--- src/hw/rtl/tbpc_pkg.sv ---
// Package for the tilt balance PID controller.
// Shared types, codes and fixed-point constants. No dependencies.
package tbpc_pkg;

  localparam int FILTER_COEF = 65451;
  localparam int FILTER_COMP = 65536 - FILTER_COEF;
  localparam int MIN_PULSE   = 1000;
  localparam int DT_Q32      = 4294967;
  localparam int DUTY_GAIN   = 11008737;

  localparam logic [1:0] DIR_STOP = 2'd0;
  localparam logic [1:0] DIR_FWD  = 2'd1;
  localparam logic [1:0] DIR_REV  = 2'd2;

  typedef enum logic [2:0] {
    REG_PROP_GAIN,
    REG_INTEG_GAIN,
    REG_DERIV_GAIN,
    REG_TARGET_ANGLE,
    REG_ACCEL_SCALE,
    REG_GYRO_SCALE,
    REG_ACCEL_BIAS,
    REG_GYRO_BIAS
  } reg_index_t;

  typedef enum logic [3:0] {
    MS_NONE,
    MS_ACC,
    MS_RATE,
    MS_INC,
    MS_MIX1,
    MS_MIX2,
    MS_P,
    MS_I,
    MS_D,
    MS_DL,
    MS_DH
  } mul_sel_t;

  typedef enum logic [3:0] {
    WR_NONE,
    WR_ACC,
    WR_RATE,
    WR_SUM,
    WR_ACCUM,
    WR_TILT,
    WR_SEED,
    WR_ERR,
    WR_PTERM,
    WR_INTEG,
    WR_PD,
    WR_U,
    WR_ABS,
    WR_OUT
  } wr_sel_t;

  typedef enum logic [4:0] {
    ST_IDLE,
    ST_M_ACC,
    ST_M_RATE,
    ST_W_RATE,
    ST_SEED,
    ST_M_INC,
    ST_W_INC,
    ST_M_MIX1,
    ST_M_MIX2,
    ST_W_MIX,
    ST_ERR,
    ST_M_P,
    ST_M_I,
    ST_M_D,
    ST_W_PD,
    ST_W_U,
    ST_ABS,
    ST_M_DL,
    ST_M_DH,
    ST_OUT
  } ctrl_state_t;

  typedef struct packed {
    logic     load_in;
    mul_sel_t mul_sel;
    wr_sel_t  wr_sel;
  } dp_cmd_t;

  typedef struct packed {
    logic seeded;
    logic out_busy;
  } dp_stat_t;

endpackage

--- src/hw/rtl/tbpc_ctrl.sv ---
// Sequencer for the tilt balance PID controller.
// Steps the datapath through one sample; uses tbpc_pkg.
module tbpc_ctrl
  import tbpc_pkg::*;
(
  input  logic     clk,
  input  logic     rst,
  input  logic     in_valid,
  output logic     in_ready,
  input  dp_stat_t stat,
  output dp_cmd_t  cmd
);

  ctrl_state_t state, state_next;

  always_ff @(posedge clk) begin
    if (rst) begin
      state <= ST_IDLE;
    end else begin
      state <= state_next;
    end
  end

  always_comb begin
    state_next  = state;
    cmd.load_in = 1'b0;
    cmd.mul_sel = MS_NONE;
    cmd.wr_sel  = WR_NONE;
    in_ready    = 1'b0;
    case (state)
      ST_IDLE: begin
        in_ready    = 1'b1;
        cmd.load_in = in_valid;
        if (in_valid) begin
          state_next = ST_M_ACC;
        end
      end
      ST_M_ACC: begin
        cmd.mul_sel = MS_ACC;
        state_next  = ST_M_RATE;
      end
      ST_M_RATE: begin
        cmd.mul_sel = MS_RATE;
        cmd.wr_sel  = WR_ACC;
        state_next  = stat.seeded ? ST_W_RATE : ST_SEED;
      end
      ST_W_RATE: begin
        cmd.wr_sel = WR_RATE;
        state_next = ST_M_INC;
      end
      ST_SEED: begin
        cmd.wr_sel = WR_SEED;
        state_next = ST_ERR;
      end
      ST_M_INC: begin
        cmd.mul_sel = MS_INC;
        state_next  = ST_W_INC;
      end
      ST_W_INC: begin
        cmd.wr_sel = WR_SUM;
        state_next = ST_M_MIX1;
      end
      ST_M_MIX1: begin
        cmd.mul_sel = MS_MIX1;
        state_next  = ST_M_MIX2;
      end
      ST_M_MIX2: begin
        cmd.mul_sel = MS_MIX2;
        cmd.wr_sel  = WR_ACCUM;
        state_next  = ST_W_MIX;
      end
      ST_W_MIX: begin
        cmd.wr_sel = WR_TILT;
        state_next = ST_ERR;
      end
      ST_ERR: begin
        cmd.wr_sel = WR_ERR;
        state_next = ST_M_P;
      end
      ST_M_P: begin
        cmd.mul_sel = MS_P;
        state_next  = ST_M_I;
      end
      ST_M_I: begin
        cmd.mul_sel = MS_I;
        cmd.wr_sel  = WR_PTERM;
        state_next  = ST_M_D;
      end
      ST_M_D: begin
        cmd.mul_sel = MS_D;
        cmd.wr_sel  = WR_INTEG;
        state_next  = ST_W_PD;
      end
      ST_W_PD: begin
        cmd.wr_sel = WR_PD;
        state_next = ST_W_U;
      end
      ST_W_U: begin
        cmd.wr_sel = WR_U;
        state_next = ST_ABS;
      end
      ST_ABS: begin
        cmd.wr_sel = WR_ABS;
        state_next = ST_M_DL;
      end
      ST_M_DL: begin
        cmd.mul_sel = MS_DL;
        state_next  = ST_M_DH;
      end
      ST_M_DH: begin
        cmd.mul_sel = MS_DH;
        cmd.wr_sel  = WR_ACCUM;
        state_next  = ST_OUT;
      end
      ST_OUT: begin
        if (!stat.out_busy) begin
          cmd.wr_sel = WR_OUT;
          state_next = ST_IDLE;
        end
      end
      default: begin
        state_next = ST_IDLE;
      end
    endcase
  end

endmodule

--- src/hw/rtl/tbpc_dp.sv ---
// Datapath for the tilt balance PID controller: config registers, shared
// 33x25 multiplier, filter/PID state and the output register. Uses tbpc_pkg.
module tbpc_dp
  import tbpc_pkg::*;
(
  input  logic        clk,
  input  logic        rst,
  input  dp_cmd_t     cmd,
  output dp_stat_t    stat,
  input  logic [31:0] in_data,
  output logic        out_valid,
  input  logic        out_ready,
  output logic [55:0] out_data,
  input  logic        wr_en,
  input  logic [2:0]  wr_index,
  input  logic [31:0] wr_data
);

  function automatic logic signed [31:0] sat32(input logic signed [58:0] v);
    if (v > 59'sd2147483647) begin
      return 32'sh7FFFFFFF;
    end else if (v < -59'sd2147483648) begin
      return 32'sh80000000;
    end
    return v[31:0];
  endfunction

  logic [23:0]        prop_gain, integ_gain, deriv_gain;
  logic signed [24:0] target_angle;
  logic signed [31:0] accel_scale, gyro_scale;
  logic signed [15:0] accel_bias, gyro_bias;

  logic signed [15:0] accel_raw, gyro_raw;
  logic signed [31:0] acc, rate, tilt, err, last_err;
  logic               seeded;
  logic signed [32:0] sum33;
  logic signed [57:0] accum, prod;
  logic signed [47:0] integ;
  logic signed [37:0] u;
  logic [36:0]        absu;
  logic               u_neg;

  logic signed [32:0] mul_a;
  logic signed [24:0] mul_b;
  logic signed [57:0] mul_p;

  logic signed [16:0] da, dg;
  logic signed [32:0] ediff, ldiff;
  logic signed [57:0] r8_full, r16_full, r32_full;
  logic signed [49:0] r8;
  logic signed [41:0] r16;
  logic signed [25:0] inc;
  logic signed [58:0] mix_full, usum;
  logic signed [48:0] isum;
  logic [61:0]        dsum;
  logic [29:0]        mag;
  logic [30:0]        pulse_sum;
  logic [15:0]        pulse;
  logic [1:0]         dir;

  assign da    = $signed({accel_raw[15], accel_raw}) - $signed({accel_bias[15], accel_bias});
  assign dg    = $signed({gyro_raw[15], gyro_raw}) - $signed({gyro_bias[15], gyro_bias});
  assign ldiff = $signed({err[31], err}) - $signed({last_err[31], last_err});
  assign ediff = $signed({{8{target_angle[24]}}, target_angle}) - $signed({tilt[31], tilt});

  always_comb begin
    mul_a = '0;
    mul_b = '0;
    case (cmd.mul_sel)
      MS_ACC: begin
        mul_a = $signed({accel_scale[31], accel_scale});
        mul_b = $signed({{8{da[16]}}, da});
      end
      MS_RATE: begin
        mul_a = $signed({gyro_scale[31], gyro_scale});
        mul_b = $signed({{8{dg[16]}}, dg});
      end
      MS_INC: begin
        mul_a = $signed({rate[31], rate});
        mul_b = 25'(DT_Q32);
      end
      MS_MIX1: begin
        mul_a = sum33;
        mul_b = 25'(FILTER_COEF);
      end
      MS_MIX2: begin
        mul_a = $signed({acc[31], acc});
        mul_b = 25'(FILTER_COMP);
      end
      MS_P: begin
        mul_a = $signed({err[31], err});
        mul_b = $signed({1'b0, prop_gain});
      end
      MS_I: begin
        mul_a = $signed({err[31], err});
        mul_b = $signed({1'b0, integ_gain});
      end
      MS_D: begin
        mul_a = ldiff;
        mul_b = $signed({1'b0, deriv_gain});
      end
      MS_DL: begin
        mul_a = $signed({13'd0, absu[19:0]});
        mul_b = 25'(DUTY_GAIN);
      end
      MS_DH: begin
        mul_a = $signed({16'd0, absu[36:20]});
        mul_b = 25'(DUTY_GAIN);
      end
      default: begin
        mul_a = '0;
        mul_b = '0;
      end
    endcase
  end

  assign mul_p = mul_a * mul_b;

  // round half up at 8, 16 and 32 fraction bits
  assign r8_full  = prod + 58'sd128;
  assign r8       = r8_full[57:8];
  assign r16_full = prod + 58'sd32768;
  assign r16      = r16_full[57:16];
  assign r32_full = prod + 58'sd2147483648;
  assign inc      = r32_full[57:32];

  assign mix_full = $signed({accum[57], accum}) + $signed({prod[57], prod}) + 59'sd32768;
  assign isum     = $signed({integ[47], integ}) + $signed({{7{r16[41]}}, r16});
  assign usum     = $signed({accum[57], accum}) + $signed({{11{integ[47]}}, integ});

  assign dsum      = {prod[40:0], 21'd0} >> 1;
  assign mag       = 30'((dsum + {18'd0, accum[43:0]}) >> 32);
  assign pulse_sum = {1'b0, mag} + 31'(MIN_PULSE);
  assign pulse     = (mag == 30'd0) ? 16'd0 :
                     ((pulse_sum > 31'd65535) ? 16'hFFFF : pulse_sum[15:0]);
  assign dir       = (mag == 30'd0) ? DIR_STOP : (u_neg ? DIR_FWD : DIR_REV);

  always_ff @(posedge clk) begin
    if (rst) begin
      prop_gain    <= 24'd327680;
      integ_gain   <= 24'd328;
      deriv_gain   <= 24'd5242880;
      target_angle <= '0;
      accel_scale  <= -32'sd117342;
      gyro_scale   <= 32'sd256141;
      accel_bias   <= 16'sd170;
      gyro_bias    <= 16'sd60;
    end else if (wr_en) begin
      case (wr_index)
        REG_PROP_GAIN:    prop_gain    <= wr_data[23:0];
        REG_INTEG_GAIN:   integ_gain   <= wr_data[23:0];
        REG_DERIV_GAIN:   deriv_gain   <= wr_data[23:0];
        REG_TARGET_ANGLE: target_angle <= $signed(wr_data[24:0]);
        REG_ACCEL_SCALE:  accel_scale  <= $signed(wr_data);
        REG_GYRO_SCALE:   gyro_scale   <= $signed(wr_data);
        REG_ACCEL_BIAS:   accel_bias   <= $signed(wr_data[15:0]);
        REG_GYRO_BIAS:    gyro_bias    <= $signed(wr_data[15:0]);
        default: begin
        end
      endcase
    end
  end

  always_ff @(posedge clk) begin
    if (cmd.load_in) begin
      accel_raw <= $signed(in_data[15:0]);
      gyro_raw  <= $signed(in_data[31:16]);
    end
    if (cmd.mul_sel != MS_NONE) begin
      prod <= mul_p;
    end
    case (cmd.wr_sel)
      WR_ACC:   acc   <= sat32($signed({{9{r8[49]}}, r8}));
      WR_RATE:  rate  <= sat32($signed({{9{r8[49]}}, r8}));
      WR_SUM:   sum33 <= $signed({tilt[31], tilt}) + $signed({{7{inc[25]}}, inc});
      WR_ACCUM: accum <= prod;
      WR_PTERM: accum <= $signed({{16{r16[41]}}, r16});
      WR_PD:    accum <= accum + $signed({{16{r16[41]}}, r16});
      WR_U: begin
        if (usum > 59'sd68719476736) begin
          u <= 38'sd68719476736;
        end else if (usum < -59'sd68719476736) begin
          u <= -38'sd68719476736;
        end else begin
          u <= usum[37:0];
        end
      end
      WR_ABS: begin
        absu  <= u[37] ? 37'(-u) : 37'(u);
        u_neg <= u[37];
      end
      WR_OUT: begin
        out_data <= {6'd0, tilt, pulse, dir};
      end
      default: begin
      end
    endcase
  end

  // filter and PID state
  always_ff @(posedge clk) begin
    if (rst) begin
      tilt     <= '0;
      seeded   <= 1'b0;
      integ    <= '0;
      last_err <= '0;
      err      <= '0;
    end else begin
      case (cmd.wr_sel)
        WR_SEED: begin
          tilt   <= acc;
          seeded <= 1'b1;
        end
        WR_TILT: tilt <= sat32(mix_full >>> 16);
        WR_ERR:  err  <= sat32($signed({{26{ediff[32]}}, ediff}));
        WR_INTEG: begin
          if (isum > 49'sd140737488355327) begin
            integ <= 48'sh7FFFFFFFFFFF;
          end else if (isum < -49'sd140737488355328) begin
            integ <= 48'sh800000000000;
          end else begin
            integ <= isum[47:0];
          end
          last_err <= err;
        end
        default: begin
        end
      endcase
    end
  end

  always_ff @(posedge clk) begin
    if (rst) begin
      out_valid <= 1'b0;
    end else if (cmd.wr_sel == WR_OUT) begin
      out_valid <= 1'b1;
    end else if (out_ready) begin
      out_valid <= 1'b0;
    end
  end

  assign stat.seeded   = seeded;
  assign stat.out_busy = out_valid & ~out_ready;

endmodule

--- src/hw/rtl/tilt_balance_pid_controller.sv ---
// Tilt balance PID controller top level: tbpc_ctrl sequences tbpc_dp.
// One item is processed at a time: a new item is taken only after the last one is written
// to the output register. The shared multiplier sets the pace, and a stalled output holds it.
// A finished result waits in the output register while the next item is taken.
// Reset (rst, synchronous): registers return to defaults, the angle is unseeded,
// integrator and last error clear.
module tilt_balance_pid_controller
  import tbpc_pkg::*;
(
  input  logic        clk,
  input  logic        rst,
  input  logic        s_tvalid,
  output logic        s_tready,
  input  logic [31:0] s_tdata,   // accel_raw, gyro_raw
  output logic        m_tvalid,
  input  logic        m_tready,
  output logic [55:0] m_tdata,   // drive_dir, pulse_width, tilt_estimate, zero pad
  input  logic        wr_en,
  input  logic [2:0]  wr_index,
  input  logic [31:0] wr_data
);

  dp_cmd_t  cmd;
  dp_stat_t stat;

  tbpc_ctrl u_ctrl (
    .clk      (clk),
    .rst      (rst),
    .in_valid (s_tvalid),
    .in_ready (s_tready),
    .stat     (stat),
    .cmd      (cmd)
  );

  tbpc_dp u_dp (
    .clk       (clk),
    .rst       (rst),
    .cmd       (cmd),
    .stat      (stat),
    .in_data   (s_tdata),
    .out_valid (m_tvalid),
    .out_ready (m_tready),
    .out_data  (m_tdata),
    .wr_en     (wr_en),
    .wr_index  (wr_index),
    .wr_data   (wr_data)
  );

  a_one_at_a_time: assert property (@(posedge clk) disable iff (rst)
    s_tvalid && s_tready |=> !s_tready)
    else $error("item accepted while previous one in progress");

  a_stop_no_pulse: assert property (@(posedge clk) disable iff (rst)
    m_tvalid |-> ((m_tdata[1:0] == DIR_STOP) == (m_tdata[17:2] == 16'd0)))
    else $error("stop direction and pulse width disagree");

  a_min_pulse: assert property (@(posedge clk) disable iff (rst)
    m_tvalid && (m_tdata[1:0] != DIR_STOP) |-> (m_tdata[17:2] >= 16'(MIN_PULSE)))
    else $error("active pulse below minimum");

endmodule

--- config.mk ---
export PLATFORM = sky130hd
export DESIGN_NAME = tilt_balance_pid_controller
export DESIGN_NICKNAME = d
export VERILOG_FILES = /design/src/hw/rtl/tbpc_pkg.sv /design/src/hw/rtl/tbpc_ctrl.sv /design/src/hw/rtl/tbpc_dp.sv /design/src/hw/rtl/tilt_balance_pid_controller.sv
export SDC_FILE = /design/constraint.sdc
export NUM_CORES = 2
export LEC_CHECK = 0
export ABC_AREA = 0
export BUFFER_PORTS_ARGS = -buffer_cell sky130_fd_sc_hd__buf_4
export CAP_MARGIN = 20
export CORE_ASPECT_RATIO = 1.5
export CORE_MARGIN = 5
export CORE_UTILIZATION = 60
export CTS_CLUSTER_DIAMETER = 150
export DETAILED_ROUTE_END_ITERATION = 6
export GPL_TIMING_DRIVEN = 0
export PLACE_DENSITY_LB_ADDON = 0.3
export SLEW_MARGIN = 40
export SYNTH_ARGS = -nofsm -noshare
export SYNTH_HDL_FRONTEND = slang
export SYNTH_SLANG_ARGS = --single-unit
export TNS_END_PERCENT = 10
--- constraint.sdc ---
create_clock -name clk -period 20.3 [get_ports clk]
set_input_delay 2.03 -clock clk [delete_from_list [all_inputs] [get_ports clk]]
set_output_delay 2.03 -clock clk [all_outputs]
set_load 0.02 [all_outputs]
==> run summary <==
Peak supply drop: 0.000224 V
Worst skew pair latency: 740 ps
Clk sinks: 715
Commonest non-fill, non-tap cell in the layout: nand2_1
Final TNS setup: 0 ps
IO buf count: 105
FP Rows: 163
Ports: 130
Vias in the first global route: 75.6k
Die width: 307 um
Min Hold Slack: 456 ps
Critical path arrival: 16010 ps
TritonCTS Buffers: 74
Iter 0 DRT Violations: 8917
P_leak: 38.2 nW
Avg Inst Size Synth: 8.57 sq um
Synth cell types: 101
Capturing point of the worst reg2reg path: u_dp.prod[55]
Register area share after synthesis: 0.227
Crit path max-delay family: compound AO/OA/AOI/OAI gates
Metal2 WL: 158000 um
Slowest-stage cell, CP: xor2_2
Hold Crit Endpoint: u_dp.accel_bias[4]
CTS resizes: 0
Initial antenna violation count: 31
Period utilization: 0.772
Critical Path RT: 20650 ps
Final Util: 0.659
Bufs and invs on worst path: 13
Congestion Overflow GR: 0
Top Metal Used: met5
Crit Path Category: flip-flop to flip-flop
Mapped Area: 79600 sq um
RSZ-0062 raised after global routing: false
RR Startpoint: u_ctrl.state[0]
Number of max-cap violations: 0
Worst min path class: flip-flop to flip-flop
Startpoint types: flip-flop
Initial core utilization: 0.604
Main synth FF type: edfxtp_1
Worst Setup End Kind: flip-flop
Setup Skew: 66.1 ps
RePlAce Congestion: 1.15
Crit path time final: 15660 ps
Post-synth top area cell: fa_1
Share of cells above drive strength 1: 0.0617
Hold Fails Final Rpt: 0
Die Ht: 456 um
Antenna Nets Post-Route: 0
Slew HR: 0.309
Power density cells: 197 nW/um^2
Yosys synthesis warning count: 0
Routed WL per cell: 31.3 um
First-pass GRT wire length: 506000 um
Met3 wire len: 37500 um
Nets@finish: 11.1k
Most frequent cells in the layout: 1284 x nand2_1, 1148 x inv_1, 849 x fa_1
Status: finished with violations
Maximum clock frequency: 63.8 MHz
Hold-fix buffer count after cts: 0
DRT Wirelength: 356000 um
Slowest stage delay, CP: 770 ps
Root Driver: clkbuf_16
Worst Tran Pin Value: 1040 ps
Post-synth top area share: 0.214
Setup violators final: 0
Final total power: 17.2 mW
Final HPWL DP: 290000 um
CTS tree: built
Placeable Area: 132000 sq um
Largest net degree at the start of global routing: 38
Reg-to-reg slack, setup: 4640 ps
Layout fillers: 11.0k
DR vias/cell: 6.64
Met1 WL: 106000 um
Drt pass-1 iters: 7
Worst Hold Launch: u_dp.accel_bias[4]
Mapped Cells: 9283
EDFF count, synth: 371
DP Worst Slack: 5560 ps
Failing checks: design-rule violations
Die area: 140000 sq um
Area delta synth->final: 9.17%
Crit path top cell by count: fa_1
H-tree levels: 3
Postcts setup bufs: 0
Crit-path max FO: 10
Clock Path Buffers: 3
Gr usage total: 0.498
DR vias: 75.4k
Max-slew violation count: 0
Largest cells by area after synthesis: fa_1 21%, edfxtp_1 14%, ha_1 9.3%, dfxtp_1 8.7%, nand2_1 6.1%
Setup ws final: 4640 ps
Worst hold path depth: 2
R2R depth: 42
Worst-path clk slew: 70 ps
DR DRC count: 9
Register bit count reported by yosys: 715
Post-synth ARST share: 0
kinds of logic (layout without fill, tap and decap cells):
family / Yosys count / after routing / synth area share
xor gates and xnor gates: 502 / 502 / 0.0553
other: 1 / 28 / 0.0000471
muxes: 24 / 24 / 0.00315
AOI/OAI and AO/OA: 2004 / 2004 / 0.163
adders and majority gates: 1451 / 1451 / 0.308
and+or+nand+nor: 2980 / 2980 / 0.167
DFF: 715 / 715 / 0.227
buffers and inverters: 1606 / 1929 / 0.0767
worst max-delay path by stage:
stage	startpoint	endpoint	slack (ps)	cells past startpoint
after floorplan	u_ctrl.state[0]	u_dp.prod[55]	9410	40
after global placement	u_ctrl.state[0]	u_dp.prod[56]	2590	33
after detailed placement	u_ctrl.state[0]	u_dp.prod[55]	5560	41
after CTS	u_ctrl.state[0]	u_dp.prod[55]	5400	41
after global routing	u_ctrl.state[0]	u_dp.prod[57]	4630	42
final	u_ctrl.state[0]	u_dp.prod[55]	4640	42
per-stage QoR:
stage / area (sq um) / std cells
global placement: 82500 / 11100
global route: 86800 / 11300
detailed placement: 84000 / 11200
floorplan: 79600 / 9288
finish: 86900 / 11400
CTS: 86700 / 11300
report_power, final:
group          internal, mW  total (mW)  switching (mW)
sequential             1.99        2.37           0.387
clock                 0.834        1.52           0.684
combinational          4.29        13.3            8.97
total                  7.11        17.2            10.0
cell type report:
| cell class | count | area [sq um] | area share |
|---|---|---|---|
| repair buffers | 185 | 1540 | 0.0177 |
| clock inverters | 40 | 592 | 0.00681 |
| inverters | 1150 | 4320 | 0.0497 |
| clock buffers | 98 | 2050 | 0.0237 |
| diodes | 22 | 55.1 | 0.000634 |
| flip-flops and latches | 715 | 18000 | 0.208 |
| plain buffers | 456 | 1870 | 0.0215 |
| well taps | 1732 | 2170 | 0.0250 |
| multi-input cells | 6967 | 56200 | 0.647 |
state kept, by name, summed over array words and instances, names as in the netlist, 33 cells and up:
register	cells
u_dp.accum	58
u_dp.sum33	33
u_dp.prod	58
u_dp.out_data	50
u_dp.integ	48
u_dp.u	38
u_dp.absu	37
synthesized netlist by cell type (50+ instances only):
cell type and n:
and2_1 67, o21ai_0 406, a211oi_1 127, xnor2_1 332, nand3b_1 50, nor3_1 112
nor2b_1 69, a21oi_1 605, nor2_1 824, and3_1 55, nand2_1 1285, a22oi_1 100
nand4_1 76, fa_1 850, ha_1 590, o211ai_1 62, nand3_1 145, inv_1 1148
nand2b_1 124, a21o_1 204, edfxtp_1 371, xor2_1 170, o21bai_1 56, clkbuf_1 401
dfxtp_1 344, o21a_1 52
tightest hold or removal path: cells and delay by family, from the launching register on:
kind | cells | cell delay, ps
AND/OR/NAND/NOR | 1 | 50
flip-flops | 1 | 310
AO/OA/AOI/OAI | 1 | 50
routing by layer:
metal	track usage	up-vias
li1	-	31700
met1	0.498	36200
met4	0.559	12
met5	0.000347	-
met2	0.779	5302
met3	0.142	2155
Power figures use the tool's default switching activity.
